<file path="src/sv/rcpwm_pkg.sv">
`timescale 1ns / 1ps
// rcpwm_pkg: shared constants for the rc pwm channel decoder
// register indexes, reset values and default sizes; no dependencies

package rcpwm_pkg;

  // default sizes
  localparam int NUM_CHANNELS_DEF    = 6;
  localparam int FRAC_BITS_DEF       = 4;
  localparam int DROP_COUNT_BITS_DEF = 16;

  // fixed field widths
  localparam int TS_BITS     = 32;
  localparam int CH_BITS     = 3;
  localparam int PCT_BITS    = 7;
  localparam int WEIGHT_BITS = 9;
  localparam int LIMIT_BITS  = 12;
  localparam int FLAG_BITS   = 6;
  localparam int DROP_OUT_BITS = 16;

  // configuration port
  localparam int CFG_ADDR_W = 5;
  localparam int CFG_DATA_W = 32;
  localparam int REG_IDX_W  = 3;

  localparam logic [REG_IDX_W-1:0] REG_FILTER_WEIGHT = 3'd0;
  localparam logic [REG_IDX_W-1:0] REG_LOW_LIMIT     = 3'd1;
  localparam logic [REG_IDX_W-1:0] REG_HIGH_LIMIT    = 3'd2;
  localparam logic [REG_IDX_W-1:0] REG_INITIAL_MIN   = 3'd3;
  localparam logic [REG_IDX_W-1:0] REG_INITIAL_MAX   = 3'd4;

  // reset values of the registers
  localparam logic [WEIGHT_BITS-1:0] WEIGHT_RST      = 9'd205;
  localparam logic [LIMIT_BITS-1:0]  LOW_LIMIT_RST   = 12'd950;
  localparam logic [LIMIT_BITS-1:0]  HIGH_LIMIT_RST  = 12'd2050;
  localparam logic [LIMIT_BITS-1:0]  INITIAL_MIN_RST = 12'd1500;
  localparam logic [LIMIT_BITS-1:0]  INITIAL_MAX_RST = 12'd1500;

  // full weight is 256/256
  localparam logic [WEIGHT_BITS-1:0] WEIGHT_FULL = 9'd256;
  localparam logic [PCT_BITS-1:0]    PCT_FULL    = 7'd100;

  // func codes
  localparam logic FUNC_EDGE  = 1'b0;
  localparam logic FUNC_CLEAR = 1'b1;

endpackage

</file>
<file path="src/sv/rc_pwm_channel_decoder_unit.sv">
`timescale 1ns / 1ps
// rc_pwm_channel_decoder_unit: six-channel rc pwm pulse width decoder
// depends on rcpwm_pkg; one shared adder under a small sequencer
//
// usage
//   input channel (in_valid/in_ready): func, channel, timestamp. func edge
//   measures the time since that channel's previous edge, filters it and,
//   when it lies inside the limits, maps it to 0..100 percent. func clear
//   zeroes the new flags. exactly one result transaction per input.
//   output channel (out_valid/out_ready): one registered result slot.
//   configuration: apb-style port, registers at byte addresses 0,4,..,16.
// sequence
//   an edge on a valid channel runs from acceptance to out_valid through the
//   timestamp subtraction, the shift-add filter multiply (two 9-bit weights),
//   two evaluate steps, the restoring percent divide and a commit step; an
//   out-of-limit width or a zero span skips the divide. the subtraction,
//   multiply and divide all run through the same adder; in_ready is low
//   meanwhile and rises with out_valid, so a new edge waits for the last commit.
//   a clear command or an unknown channel goes straight to the commit step.
// reset and stall
//   rst (synchronous) restores the config registers, learned limits and counters.
//   while a result waits on out_ready the next item may still be accepted
//   and worked on; it holds at its commit step until the slot frees.

module rc_pwm_channel_decoder_unit #(
  parameter int NUM_CHANNELS    = rcpwm_pkg::NUM_CHANNELS_DEF,
  parameter int FRAC_BITS       = rcpwm_pkg::FRAC_BITS_DEF,
  parameter int DROP_COUNT_BITS = rcpwm_pkg::DROP_COUNT_BITS_DEF
) (
  input  logic                                 clk,
  input  logic                                 rst,
  // input items
  input  logic                                 in_valid,
  output logic                                 in_ready,
  input  logic                                 func,
  input  logic [rcpwm_pkg::CH_BITS-1:0]        channel,
  input  logic [rcpwm_pkg::TS_BITS-1:0]        timestamp,
  // results
  output logic                                 out_valid,
  input  logic                                 out_ready,
  output logic [rcpwm_pkg::CH_BITS-1:0]        channel_out,
  output logic [rcpwm_pkg::PCT_BITS-1:0]       percent,
  output logic                                 accepted,
  output logic [rcpwm_pkg::FLAG_BITS-1:0]      new_flags,
  output logic                                 limits_complete,
  output logic [rcpwm_pkg::DROP_OUT_BITS-1:0]  dropped_count,
  output logic                                 span_zero,
  // configuration
  input  logic                                 psel,
  input  logic                                 penable,
  input  logic                                 pwrite,
  input  logic [rcpwm_pkg::CFG_ADDR_W-1:0]     paddr,
  input  logic [rcpwm_pkg::CFG_DATA_W-1:0]     pwdata,
  output logic [rcpwm_pkg::CFG_DATA_W-1:0]     prdata,
  output logic                                 pready
);

  localparam int CH_IDX_W = (NUM_CHANNELS > 1) ? $clog2(NUM_CHANNELS) : 1;
  localparam int W        = rcpwm_pkg::LIMIT_BITS + FRAC_BITS;
  localparam int ACC_W    = rcpwm_pkg::TS_BITS + FRAC_BITS + rcpwm_pkg::WEIGHT_BITS;
  localparam int FILT_W   = ACC_W - 8;
  localparam int NUM_W    = W + rcpwm_pkg::PCT_BITS;
  localparam int WB       = rcpwm_pkg::WEIGHT_BITS;
  localparam int PB       = rcpwm_pkg::PCT_BITS;
  localparam int LB       = rcpwm_pkg::LIMIT_BITS;
  localparam logic [3:0] MUL_LAST = 4'(WB - 1);
  localparam logic [3:0] DIV_LAST = 4'(PB - 1);

  typedef enum logic [2:0] {
    S_IDLE, S_RAW, S_MUL_A, S_MUL_B, S_EVAL, S_PREP, S_DIV, S_DONE
  } state_t;

  state_t state;

  // configuration registers
  logic [WB-1:0] filter_weight;
  logic [LB-1:0] low_limit;
  logic [LB-1:0] high_limit;
  logic [LB-1:0] initial_min;
  logic [LB-1:0] initial_max;

  // per-channel state
  logic [rcpwm_pkg::TS_BITS-1:0] last_time [NUM_CHANNELS];
  logic [W-1:0]                  prev_width [NUM_CHANNELS];
  logic [W-1:0]                  learned_min [NUM_CHANNELS];
  logic [W-1:0]                  learned_max [NUM_CHANNELS];
  logic [PB-1:0]                 chan_pct [NUM_CHANNELS];
  logic [DROP_COUNT_BITS-1:0]    drops [NUM_CHANNELS];
  logic [NUM_CHANNELS-1:0]       new_mask;
  logic [2*NUM_CHANNELS-1:0]     limit_mask;

  // current transaction
  logic                          op_func;
  logic                          op_ch_ok;
  logic [rcpwm_pkg::CH_BITS-1:0] op_ch;
  logic [CH_IDX_W-1:0]           op_idx;
  logic [rcpwm_pkg::TS_BITS-1:0] op_ts;
  logic [WB-1:0]                 op_wt;
  logic                          op_acc;
  logic                          op_span0;
  logic [W-1:0]                  op_filt;

  // shared unit working registers
  logic [ACC_W-1:0] acc;
  logic [ACC_W-1:0] mcand;
  logic [WB-1:0]    mplier;
  logic [3:0]       step;
  logic [NUM_W-1:0] rem;
  logic [NUM_W-1:0] dsh;
  logic [PB-1:0]    quo;

  // shared adder
  logic [ACC_W-1:0] alu_a;
  logic [ACC_W-1:0] alu_b;
  logic             alu_cin;
  logic [ACC_W:0]   alu_sum;

  logic cfg_wr;
  logic [rcpwm_pkg::REG_IDX_W-1:0] cfg_idx;
  logic out_free;

  // evaluation helpers
  logic [FILT_W-1:0] filt;
  logic [W-1:0]      filt_w;
  logic              in_range;
  logic [W-1:0]      cur_min;
  logic [W-1:0]      cur_max;
  logic [W-1:0]      diff;
  logic [NUM_W-1:0]  num;
  logic [PB-1:0]     pct_new;

  assign in_ready = (state == S_IDLE);
  assign pready   = 1'b1;
  assign cfg_wr   = psel && penable && pwrite;
  assign cfg_idx  = paddr[rcpwm_pkg::CFG_ADDR_W-1:2];
  assign out_free = !out_valid || out_ready;

  always_comb begin
    unique case (cfg_idx)
      rcpwm_pkg::REG_FILTER_WEIGHT: prdata = 32'(filter_weight);
      rcpwm_pkg::REG_LOW_LIMIT:     prdata = 32'(low_limit);
      rcpwm_pkg::REG_HIGH_LIMIT:    prdata = 32'(high_limit);
      rcpwm_pkg::REG_INITIAL_MIN:   prdata = 32'(initial_min);
      rcpwm_pkg::REG_INITIAL_MAX:   prdata = 32'(initial_max);
      default:                      prdata = '0;
    endcase
  end

  always_comb begin
    alu_a   = '0;
    alu_b   = '0;
    alu_cin = 1'b0;
    unique case (state) inside
      S_RAW: begin
        alu_a   = ACC_W'(op_ts);
        alu_b   = ~ACC_W'(last_time[op_idx]);
        alu_cin = 1'b1;
      end
      S_MUL_A, S_MUL_B: begin
        alu_a = acc;
        alu_b = mplier[0] ? mcand : '0;
      end
      S_DIV: begin
        alu_a   = ACC_W'(rem);
        alu_b   = ~ACC_W'(dsh);
        alu_cin = 1'b1;
      end
      default: begin
        alu_a = '0;
      end
    endcase
    alu_sum = {1'b0, alu_a} + {1'b0, alu_b} + (ACC_W + 1)'(alu_cin);
  end

  // filtered width is the product sum over 256
  always_comb begin
    filt     = acc[ACC_W-1:8];
    filt_w   = filt[W-1:0];
    in_range = (filt > (FILT_W'(low_limit) << FRAC_BITS))
            && (filt < (FILT_W'(high_limit) << FRAC_BITS));
    cur_min  = learned_min[op_idx];
    cur_max  = learned_max[op_idx];
    diff     = op_filt - cur_min;
    num      = (NUM_W'(diff) << 6) + (NUM_W'(diff) << 5) + (NUM_W'(diff) << 2);
    if (op_span0)
      pct_new = '0;
    else if (quo > rcpwm_pkg::PCT_FULL)
      pct_new = rcpwm_pkg::PCT_FULL;
    else
      pct_new = quo;
  end

  always_ff @(posedge clk) begin
    if (rst) begin
      state         <= S_IDLE;
      out_valid     <= 1'b0;
      filter_weight <= rcpwm_pkg::WEIGHT_RST;
      low_limit     <= rcpwm_pkg::LOW_LIMIT_RST;
      high_limit    <= rcpwm_pkg::HIGH_LIMIT_RST;
      initial_min   <= rcpwm_pkg::INITIAL_MIN_RST;
      initial_max   <= rcpwm_pkg::INITIAL_MAX_RST;
      for (int c = 0; c < NUM_CHANNELS; c++) begin
        last_time[c]   <= '0;
        prev_width[c]  <= '0;
        learned_min[c] <= W'(rcpwm_pkg::INITIAL_MIN_RST) << FRAC_BITS;
        learned_max[c] <= W'(rcpwm_pkg::INITIAL_MAX_RST) << FRAC_BITS;
        chan_pct[c]    <= '0;
        drops[c]       <= '0;
      end
      new_mask   <= '0;
      limit_mask <= '0;
    end else begin
      // a commit in the same cycle refills the slot instead
      if (out_valid && out_ready && state != S_DONE)
        out_valid <= 1'b0;

      if (cfg_wr) begin
        unique case (cfg_idx)
          rcpwm_pkg::REG_FILTER_WEIGHT: filter_weight <= pwdata[WB-1:0];
          rcpwm_pkg::REG_LOW_LIMIT:     low_limit     <= pwdata[LB-1:0];
          rcpwm_pkg::REG_HIGH_LIMIT:    high_limit    <= pwdata[LB-1:0];
          rcpwm_pkg::REG_INITIAL_MIN: begin
            initial_min <= pwdata[LB-1:0];
            for (int c = 0; c < NUM_CHANNELS; c++)
              learned_min[c] <= W'(pwdata[LB-1:0]) << FRAC_BITS;
          end
          rcpwm_pkg::REG_INITIAL_MAX: begin
            initial_max <= pwdata[LB-1:0];
            for (int c = 0; c < NUM_CHANNELS; c++)
              learned_max[c] <= W'(pwdata[LB-1:0]) << FRAC_BITS;
          end
          default: begin
            initial_max <= initial_max;
          end
        endcase
      end

      unique case (state)
        S_IDLE: begin
          if (in_valid) begin
            op_func  <= func;
            op_ch    <= channel;
            op_idx   <= CH_IDX_W'(channel);
            op_ts    <= timestamp;
            op_ch_ok <= (int'(channel) < NUM_CHANNELS);
            op_wt    <= (filter_weight > rcpwm_pkg::WEIGHT_FULL) ?
                        rcpwm_pkg::WEIGHT_FULL : filter_weight;
            if (func == rcpwm_pkg::FUNC_CLEAR || int'(channel) >= NUM_CHANNELS)
              state <= S_DONE;
            else
              state <= S_RAW;
          end
        end
        S_RAW: begin
          // raw width wraps modulo 2^32
          mcand  <= ACC_W'(alu_sum[rcpwm_pkg::TS_BITS-1:0]) << FRAC_BITS;
          mplier <= op_wt;
          acc    <= '0;
          step   <= '0;
          state  <= S_MUL_A;
        end
        S_MUL_A: begin
          acc <= alu_sum[ACC_W-1:0];
          if (step == MUL_LAST) begin
            mcand  <= ACC_W'(prev_width[op_idx]);
            mplier <= rcpwm_pkg::WEIGHT_FULL - op_wt;
            step   <= '0;
            state  <= S_MUL_B;
          end else begin
            mcand  <= mcand << 1;
            mplier <= mplier >> 1;
            step   <= step + 4'd1;
          end
        end
        S_MUL_B: begin
          acc    <= alu_sum[ACC_W-1:0];
          mcand  <= mcand << 1;
          mplier <= mplier >> 1;
          step   <= step + 4'd1;
          if (step == MUL_LAST)
            state <= S_EVAL;
        end
        S_EVAL: begin
          op_acc  <= in_range;
          op_filt <= filt_w;
          last_time[op_idx] <= op_ts;
          if (in_range) begin
            if (filt_w < cur_min) begin
              learned_min[op_idx] <= filt_w;
              limit_mask[{op_idx, 1'b0}] <= 1'b1;
            end else if (filt_w > cur_max) begin
              learned_max[op_idx] <= filt_w;
              limit_mask[{op_idx, 1'b1}] <= 1'b1;
            end
            new_mask[op_idx]   <= 1'b1;
            prev_width[op_idx] <= filt_w;
            drops[op_idx]      <= '0;
          end else if (!(&drops[op_idx])) begin
            drops[op_idx] <= drops[op_idx] + DROP_COUNT_BITS'(1);
          end
          state <= S_PREP;
        end
        S_PREP: begin
          op_span0 <= (cur_max <= cur_min);
          rem      <= num;
          dsh      <= NUM_W'(cur_max - cur_min) << (PB - 1);
          quo      <= '0;
          step     <= '0;
          if (op_acc && (cur_max > cur_min))
            state <= S_DIV;
          else
            state <= S_DONE;
        end
        S_DIV: begin
          // restoring divide, one quotient bit per cycle
          if (alu_sum[ACC_W])
            rem <= alu_sum[NUM_W-1:0];
          quo  <= {quo[PB-2:0], alu_sum[ACC_W]};
          dsh  <= dsh >> 1;
          step <= step + 4'd1;
          if (step == DIV_LAST)
            state <= S_DONE;
        end
        S_DONE: begin
          if (out_free) begin
            out_valid       <= 1'b1;
            limits_complete <= &limit_mask;
            if (op_func == rcpwm_pkg::FUNC_CLEAR) begin
              new_mask      <= '0;
              channel_out   <= '0;
              percent       <= '0;
              accepted      <= 1'b0;
              new_flags     <= '0;
              dropped_count <= '0;
              span_zero     <= 1'b0;
            end else if (!op_ch_ok) begin
              channel_out   <= op_ch;
              percent       <= '0;
              accepted      <= 1'b0;
              new_flags     <= rcpwm_pkg::FLAG_BITS'(new_mask);
              dropped_count <= '0;
              span_zero     <= 1'b0;
            end else begin
              channel_out   <= op_ch;
              accepted      <= op_acc;
              new_flags     <= rcpwm_pkg::FLAG_BITS'(new_mask);
              dropped_count <= rcpwm_pkg::DROP_OUT_BITS'(drops[op_idx]);
              span_zero     <= op_span0;
              if (op_acc) begin
                chan_pct[op_idx] <= pct_new;
                percent          <= pct_new;
              end else begin
                percent <= chan_pct[op_idx];
              end
            end
            state <= S_IDLE;
          end
        end
        default: begin
          state <= S_IDLE;
        end
      endcase
    end
  end

endmodule

</file>
<file path="config.mk">
export PLATFORM = sky130hd
export DESIGN_NAME = rc_pwm_channel_decoder_unit
export DESIGN_NICKNAME = d
export VERILOG_FILES = /design/src/sv/rcpwm_pkg.sv /design/src/sv/rc_pwm_channel_decoder_unit.sv
export SDC_FILE = /design/constraint.sdc
export NUM_CORES = 2
export LEC_CHECK = 0
export BUFFER_PORTS_ARGS = -buffer_cell sky130_fd_sc_hd__buf_2
export CAP_MARGIN = 10
export CORE_MARGIN = 4
export CORE_UTILIZATION = 30
export CTS_CLUSTER_SIZE = 20
export DETAILED_ROUTE_END_ITERATION = 7
export PLACE_DENSITY = 0.44
export SYNTH_ARGS = -nofsm -noshare
export SYNTH_HDL_FRONTEND = slang
export SYNTH_SLANG_ARGS = --single-unit
</file>
<file path="constraint.sdc">
create_clock -name clk -period 11.2 [get_ports clk]
set_input_delay 2.24 -clock clk [delete_from_list [all_inputs] [get_ports clk]]
set_output_delay 2.24 -clock clk [all_outputs]
set_load 0.01 [all_outputs]
</file>
## Word-level counts from Yosys, hierarchy flattened

Memory sizes are Yosys's and may differ from the RTL's. A register that Yosys moved wholly into a read port is not among the register bits.
Cells that the tools add are included.

- Flip-flop bits (word level): 327
- RAM bits: 618
- Output and inout port bits: 70
- Word-level logic and storage cells: 261
- Memories kept: 6

Memories:

| name | words | bits a word | read ports | clocked after memory_dff | wr ports | line | RTL |
|---|---|---|---|---|---|---|---|
| last_time | 6 | 32 | 1 | 1 | 6 | rc_pwm_channel_decoder_unit.sv:83 | `logic [rcpwm_pkg::TS_BITS-1:0] last_time [NUM_CHANNELS];` |
| drops | 6 | 16 | 1 | 1 | 6 | rc_pwm_channel_decoder_unit.sv:88 | `logic [DROP_COUNT_BITS-1:0] drops [NUM_CHANNELS];` |
| learned_max | 6 | 16 | 1 | 1 | 7 | rc_pwm_channel_decoder_unit.sv:86 | `logic [W-1:0] learned_max [NUM_CHANNELS];` |
| learned_min | 6 | 16 | 1 | 1 | 7 | rc_pwm_channel_decoder_unit.sv:85 | `logic [W-1:0] learned_min [NUM_CHANNELS];` |
| prev_width | 6 | 16 | 1 | 1 | 6 | rc_pwm_channel_decoder_unit.sv:84 | `logic [W-1:0] prev_width [NUM_CHANNELS];` |
| chan_pct | 6 | 7 | 1 | 1 | 6 | rc_pwm_channel_decoder_unit.sv:87 | `logic [PB-1:0] chan_pct [NUM_CHANNELS];` |

- $add $sub $neg: 9
- Magnitude comparators: 16
- Eq/ne operators: 21
- Mux-type cells: 111
- Bitwise gates (word level): 20
- Reduce and logical (&&, ||, !) cells: 48

Operators by type and width:

| operator | count |
|---|---|
| 45-bit one-hot mux with 3 select lines | 3 |
| 16-bit two-way mux | 15 |
| 23-bit one-hot mux with 2 select lines | 2 |
| 45-bit two-way mux | 2 |
| 45-bit one-hot mux with 2 select lines | 1 |
| 12-bit one-hot mux with 5 select lines | 1 |
| 1-bit two-way mux | 52 |
| 45-bit by 45-bit adder with 46-bit output | 1 |
| 46-bit by 1-bit adder with 46-bit output | 1 |
| 3-bit two-way mux | 15 |
| 23-bit NOT with 45-bit output | 1 |
| 32-bit NOT with 45-bit output | 1 |
| 37-bit by 16-bit greater-than comparator with 1-bit output | 1 |
| 37-bit by 16-bit < comparator with 1-bit output | 1 |
| 16-bit greater-than comparator | 2 |
| 32-bit two-way mux | 1 |
| 16-bit OR reduction | 2 |
| 32-bit OR reduction | 1 |
| 9-bit one-hot mux with 3 select lines | 1 |
| 12-bit two-way mux | 2 |
| 3-bit one-hot mux with 8 select lines | 1 |
| 22-bit by 21-bit adder with 23-bit output | 1 |
| 23-bit by 18-bit adder with 23-bit output | 1 |
| 23-bit two-way mux | 1 |
| other kinds (49) | 115 |

## Longest topological paths before layout

- Depth in word-level cells: 9
- Gate-level depth with buffers: 28

## Worst setup path after synthesis

No wires, ideal clock.

- Kind: register to register
- From: register (tool-made name)
- To: register rem[21], data pin
- Arrival: 6.643 ns
- Required time: 10.931 ns
- Path slack: 4.288 ns
- Cell stages (with the launch flop): 26
- Buffers on the path: 5
- Cell sequence: dfxtp_1 -> buf_4 -> buf_6 -> buf_6 -> buf_1 -> buf_2 -> mux4_2 -> mux2i_1 -> ha_1 -> nor2b_1 -> o21ai_0 -> a21oi_1 -> nor4_1 -> nor3_1 -> xor2_1 -> fa_1 -> ha_1 -> nand3_1 -> o211ai_1 -> a2111oi_0 -> o21a_1 -> o21ai_0 -> or4_1 -> a31oi_1 -> xor2_1 -> o21ai_0

RTL lines:

| what | line | RTL |
|---|---|---|
| to (signal assigned) | rc_pwm_channel_decoder_unit.sv:305 | `rem <= num;` |
| to (signal assigned) | rc_pwm_channel_decoder_unit.sv:317 | `rem <= alu_sum[NUM_W-1:0];` |
| to (decl) | rc_pwm_channel_decoder_unit.sv:108 | `logic [NUM_W-1:0] rem;` |

==> flow_metrics.env <==
export IMPL_finalHoldViolations=0
export IMPL_core_um2=186000
export IMPL_cts_root_buffer_cell="clkbuf_16"
export IMPL_cp_required_ps=11720
export IMPL_ys_types=81
export IMPL_synth_most_common_cell="edfxtp_1"
export IMPL_fin_crit_ps=7510
export IMPL_die_area_um2=194000
export IMPL_critPathLaunchType="flip-flop"
export IMPL_leakage_uw=0.0234
export IMPL_async_reset_ff_share_pct=0
export IMPL_hpwl_mm=117
export IMPL_placed_cell_area_um2=59600
export IMPL_first_iter_violations=2922
export IMPL_vias=36300
export IMPL_num_rows=158
export IMPL_nets=4729
export IMPL_rsz0062_at_grt="no"
export IMPL_end_kind="flip-flop"
export IMPL_dp_slack_ps=3620
export IMPL_yosysWarningCount=0
export IMPL_drt_total_wl_mm=181
export IMPL_ir_drop_mv=0.250
export IMPL_synth_common_cells="edfxtp_1 (1079), nor2_1 (571), nand2_1 (363), clkbuf_1 (215), a21oi_1 (210)"
export IMPL_drt_pass1_iterations=6
export IMPL_drv_slew=0
export IMPL_timing_max_cap_violations=0
export IMPL_cts_clk_slew_worst_paths_ps=60
export IMPL_crit_type="flip-flop to flip-flop"
export IMPL_routabilityCongestion=0.816
export IMPL_synth_edf_count=1079
export IMPL_setup_tns_ps=0
export IMPL_wl_per_cell_um=25.6
export IMPL_grt_max_degree=84
export IMPL_ctsLongestPathBuffers=3
export IMPL_io_buffers=106
export IMPL_netlist_top_cells_area="edfxtp_1 (58%), mux4_2 (7.7%), nor2_1 (3.8%)"
export IMPL_hold_path_class="flip-flop to flip-flop"
export IMPL_tightest_slew_ps=1270
export IMPL_synth_top_cell_area_share_pct=57.6
export IMPL_synth_seq_area_share_pct=60.6
export IMPL_fin_skew_ps=29.3
export IMPL_yosys_area_top_type="edfxtp_1"
export IMPL_area_delta_synth_final_pct=13.7
export IMPL_timing_fmax_mhz=133
export IMPL_fin_crit_sh_pct=67.1
export IMPL_antenna_found_initial=7
export IMPL_cts_setup_buffers=0
export IMPL_syn_area_um2=56200
export IMPL_ant_nets=0
export IMPL_power_density_nw_per_um2=242
export IMPL_cts_repair_resized=0
export IMPL_initial_core_util_pct=30.3
export IMPL_die_h_um=441
export IMPL_synth_area_per_cell_um2=12.8
export IMPL_dp_cells=6817
export IMPL_grt_pass1_wl_mm=262
export IMPL_stdcell_area_um2=63900
export IMPL_cts_sinks=1161
export IMPL_io_pins=150
export IMPL_cp_max_fo=36
export IMPL_max_slew_margin_pct=15.4
export IMPL_setup_viol=0
export IMPL_synthCells=4407
export IMPL_h_tree_depth=4
export IMPL_arrival_ps=8030
export IMPL_layout_cells_non_filler=7067
export IMPL_cts_inserted_buffers=137
export IMPL_drive_above_1_share_pct=14.6
export IMPL_status="complete, no violations"
export IMPL_hold_buffers=0
export IMPL_synthFlopType="edfxtp_1"
export IMPL_vias_per_cell=5.13
export IMPL_drc_errors=0
export IMPL_ys_seq_elements=1161
export IMPL_overflow=0
export IMPL_grt_pass1_vias=37000
export IMPL_die_x_um=441
export IMPL_setup_slack_ps=3690
export IMPL_clock_latency_ps=780
export IMPL_track_usage_pct=18.5
export IMPL_cts_tree="built"
==> routing by layer <==
layer | GRT usage, % | part of all wire, % | vias to the layer above | wire length (um)
li1 | - | - | 16500 | -
met5 | 0 | 0 | - | 0
met1 | 25.5 | 45 | 18600 | 81800
met2 | 30.8 | 48 | 916 | 87200
met3 | 2.33 | 4.2 | 202 | 7650
met4 | 4.84 | 2.2 | 0 | 4030
==> power breakdown <==
group	internal, uW	total, uW	switching (uW)
Sequential	5330	5550	229
Clock	2480	4340	1860
Combinational	2070	5590	3520
Total	9870	15500	5610
==> worst paths after layout <==
kind / startpoint / to / slack (ps) / cells past startpoint
setup / recovery: flip-flop / rem[21] / 3690 / 21
hold / removal: initial_max[0] / initial_max[0] / 450 / 2
setup reg to reg: flip-flop / rem[21] / 3690 / 21
hold reg to reg: initial_max[0] / initial_max[0] / 450 / 2
==> logic make-up after synthesis <==
kind of cell / share of synthesized area (%)
other: 0.0134
xor gates and xnor gates: 1.59
muxes: 10.3
AOI/OAI and AO/OA: 8.75
buffers and inverters: 3.45
DFF: 60.6
adders and majority gates: 3.97
and+or+nand+nor: 11.3
==> layout make-up <==
| cell class | count | area [um^2] |
|---|---|---|
| fillers | 18400 | 122000 |
| flip-flops and latches | 1161 | 34100 |
| multi-input cells | 2792 | 20500 |
| clock buffers | 179 | 3650 |
| well taps | 2480 | 3100 |
| repair buffers | 214 | 1360 |
| clock inverters | 69 | 653 |
| inverters | 170 | 639 |
| diodes | 2 | 5.00 |
==> cell usage in the layout, fill, tap and decap left out, types with 16 or more instances in the layout <==
cell	count
clkbuf_16	137
nand2b_1	21
nand2_1	360
conb_1	21
nor3_1	50
nor2_1	565
ha_1	164
a211o_1	17
a211oi_1	18
inv_1	166
a21oi_1	210
a22oi_1	75
o21bai_1	21
buf_2	105
clkinv_1	25
o21ai_0	169
edfxtp_1	1079
mux4_2	192
and3_1	112
clkinv_2	21
xor2_1	47
mux2i_1	130
a21o_1	62
or3_1	17
and2_1	75
nand3_1	46
a221o_1	34
nor2b_1	41
nand4_1	35
clkbuf_1	34
o211ai_1	22
mux2_2	16
buf_4	108
xnor2_1	55
dfxtp_1	79
==> flip-flops by register name, indices dropped and copies added (netlist names), 9 cells and up, named ones only <==
| signal | flops |
|---|---|
| rem | 23 |
| limit_mask | 12 |
| learned_min | 128 |
| op_wt | 9 |
| mplier | 9 |
| low_limit | 12 |
| last_time | 256 |
| acc | 45 |
| initial_max | 12 |
| prev_width | 128 |
| mcand | 45 |
| chan_pct | 56 |
| dsh | 23 |
| op_filt | 16 |
| dropped_count | 16 |
| initial_min | 12 |
| learned_max | 128 |
| filter_weight | 9 |
| drops | 128 |
| high_limit | 12 |
| op_ts | 32 |
==> stage by stage <==
step                      total power (uW)  utilization [%]  hold WS [ps]
after floorplan                       9440                -           422
after global placement               11300             32.1           440
after detailed placement             11300             32.1           437
after CTS                            15700             34.4           446
after global routing                 16400             34.4           463
final                                15500             34.4           446
==> critical path, cell delays in order (launching register included) <==
cell	delay (ps)
dfxtp_4	820
buf_4	790
mux4_2	600
mux2_2	380
ha_1	230
inv_1	70
fa_1	200
a21o_1	130
a21oi_1	120
o21a_1	220
o31ai_1	370
a21o_1	200
xor2_1	460
ha_1	330
ha_1	330
a2111oi_0	560
o21a_1	290
o21ai_0	180
or4_1	430
a31oi_1	200
xor2_1	200
o21ai_0	90
Note: power is estimated with default switching activity, not from simulation.
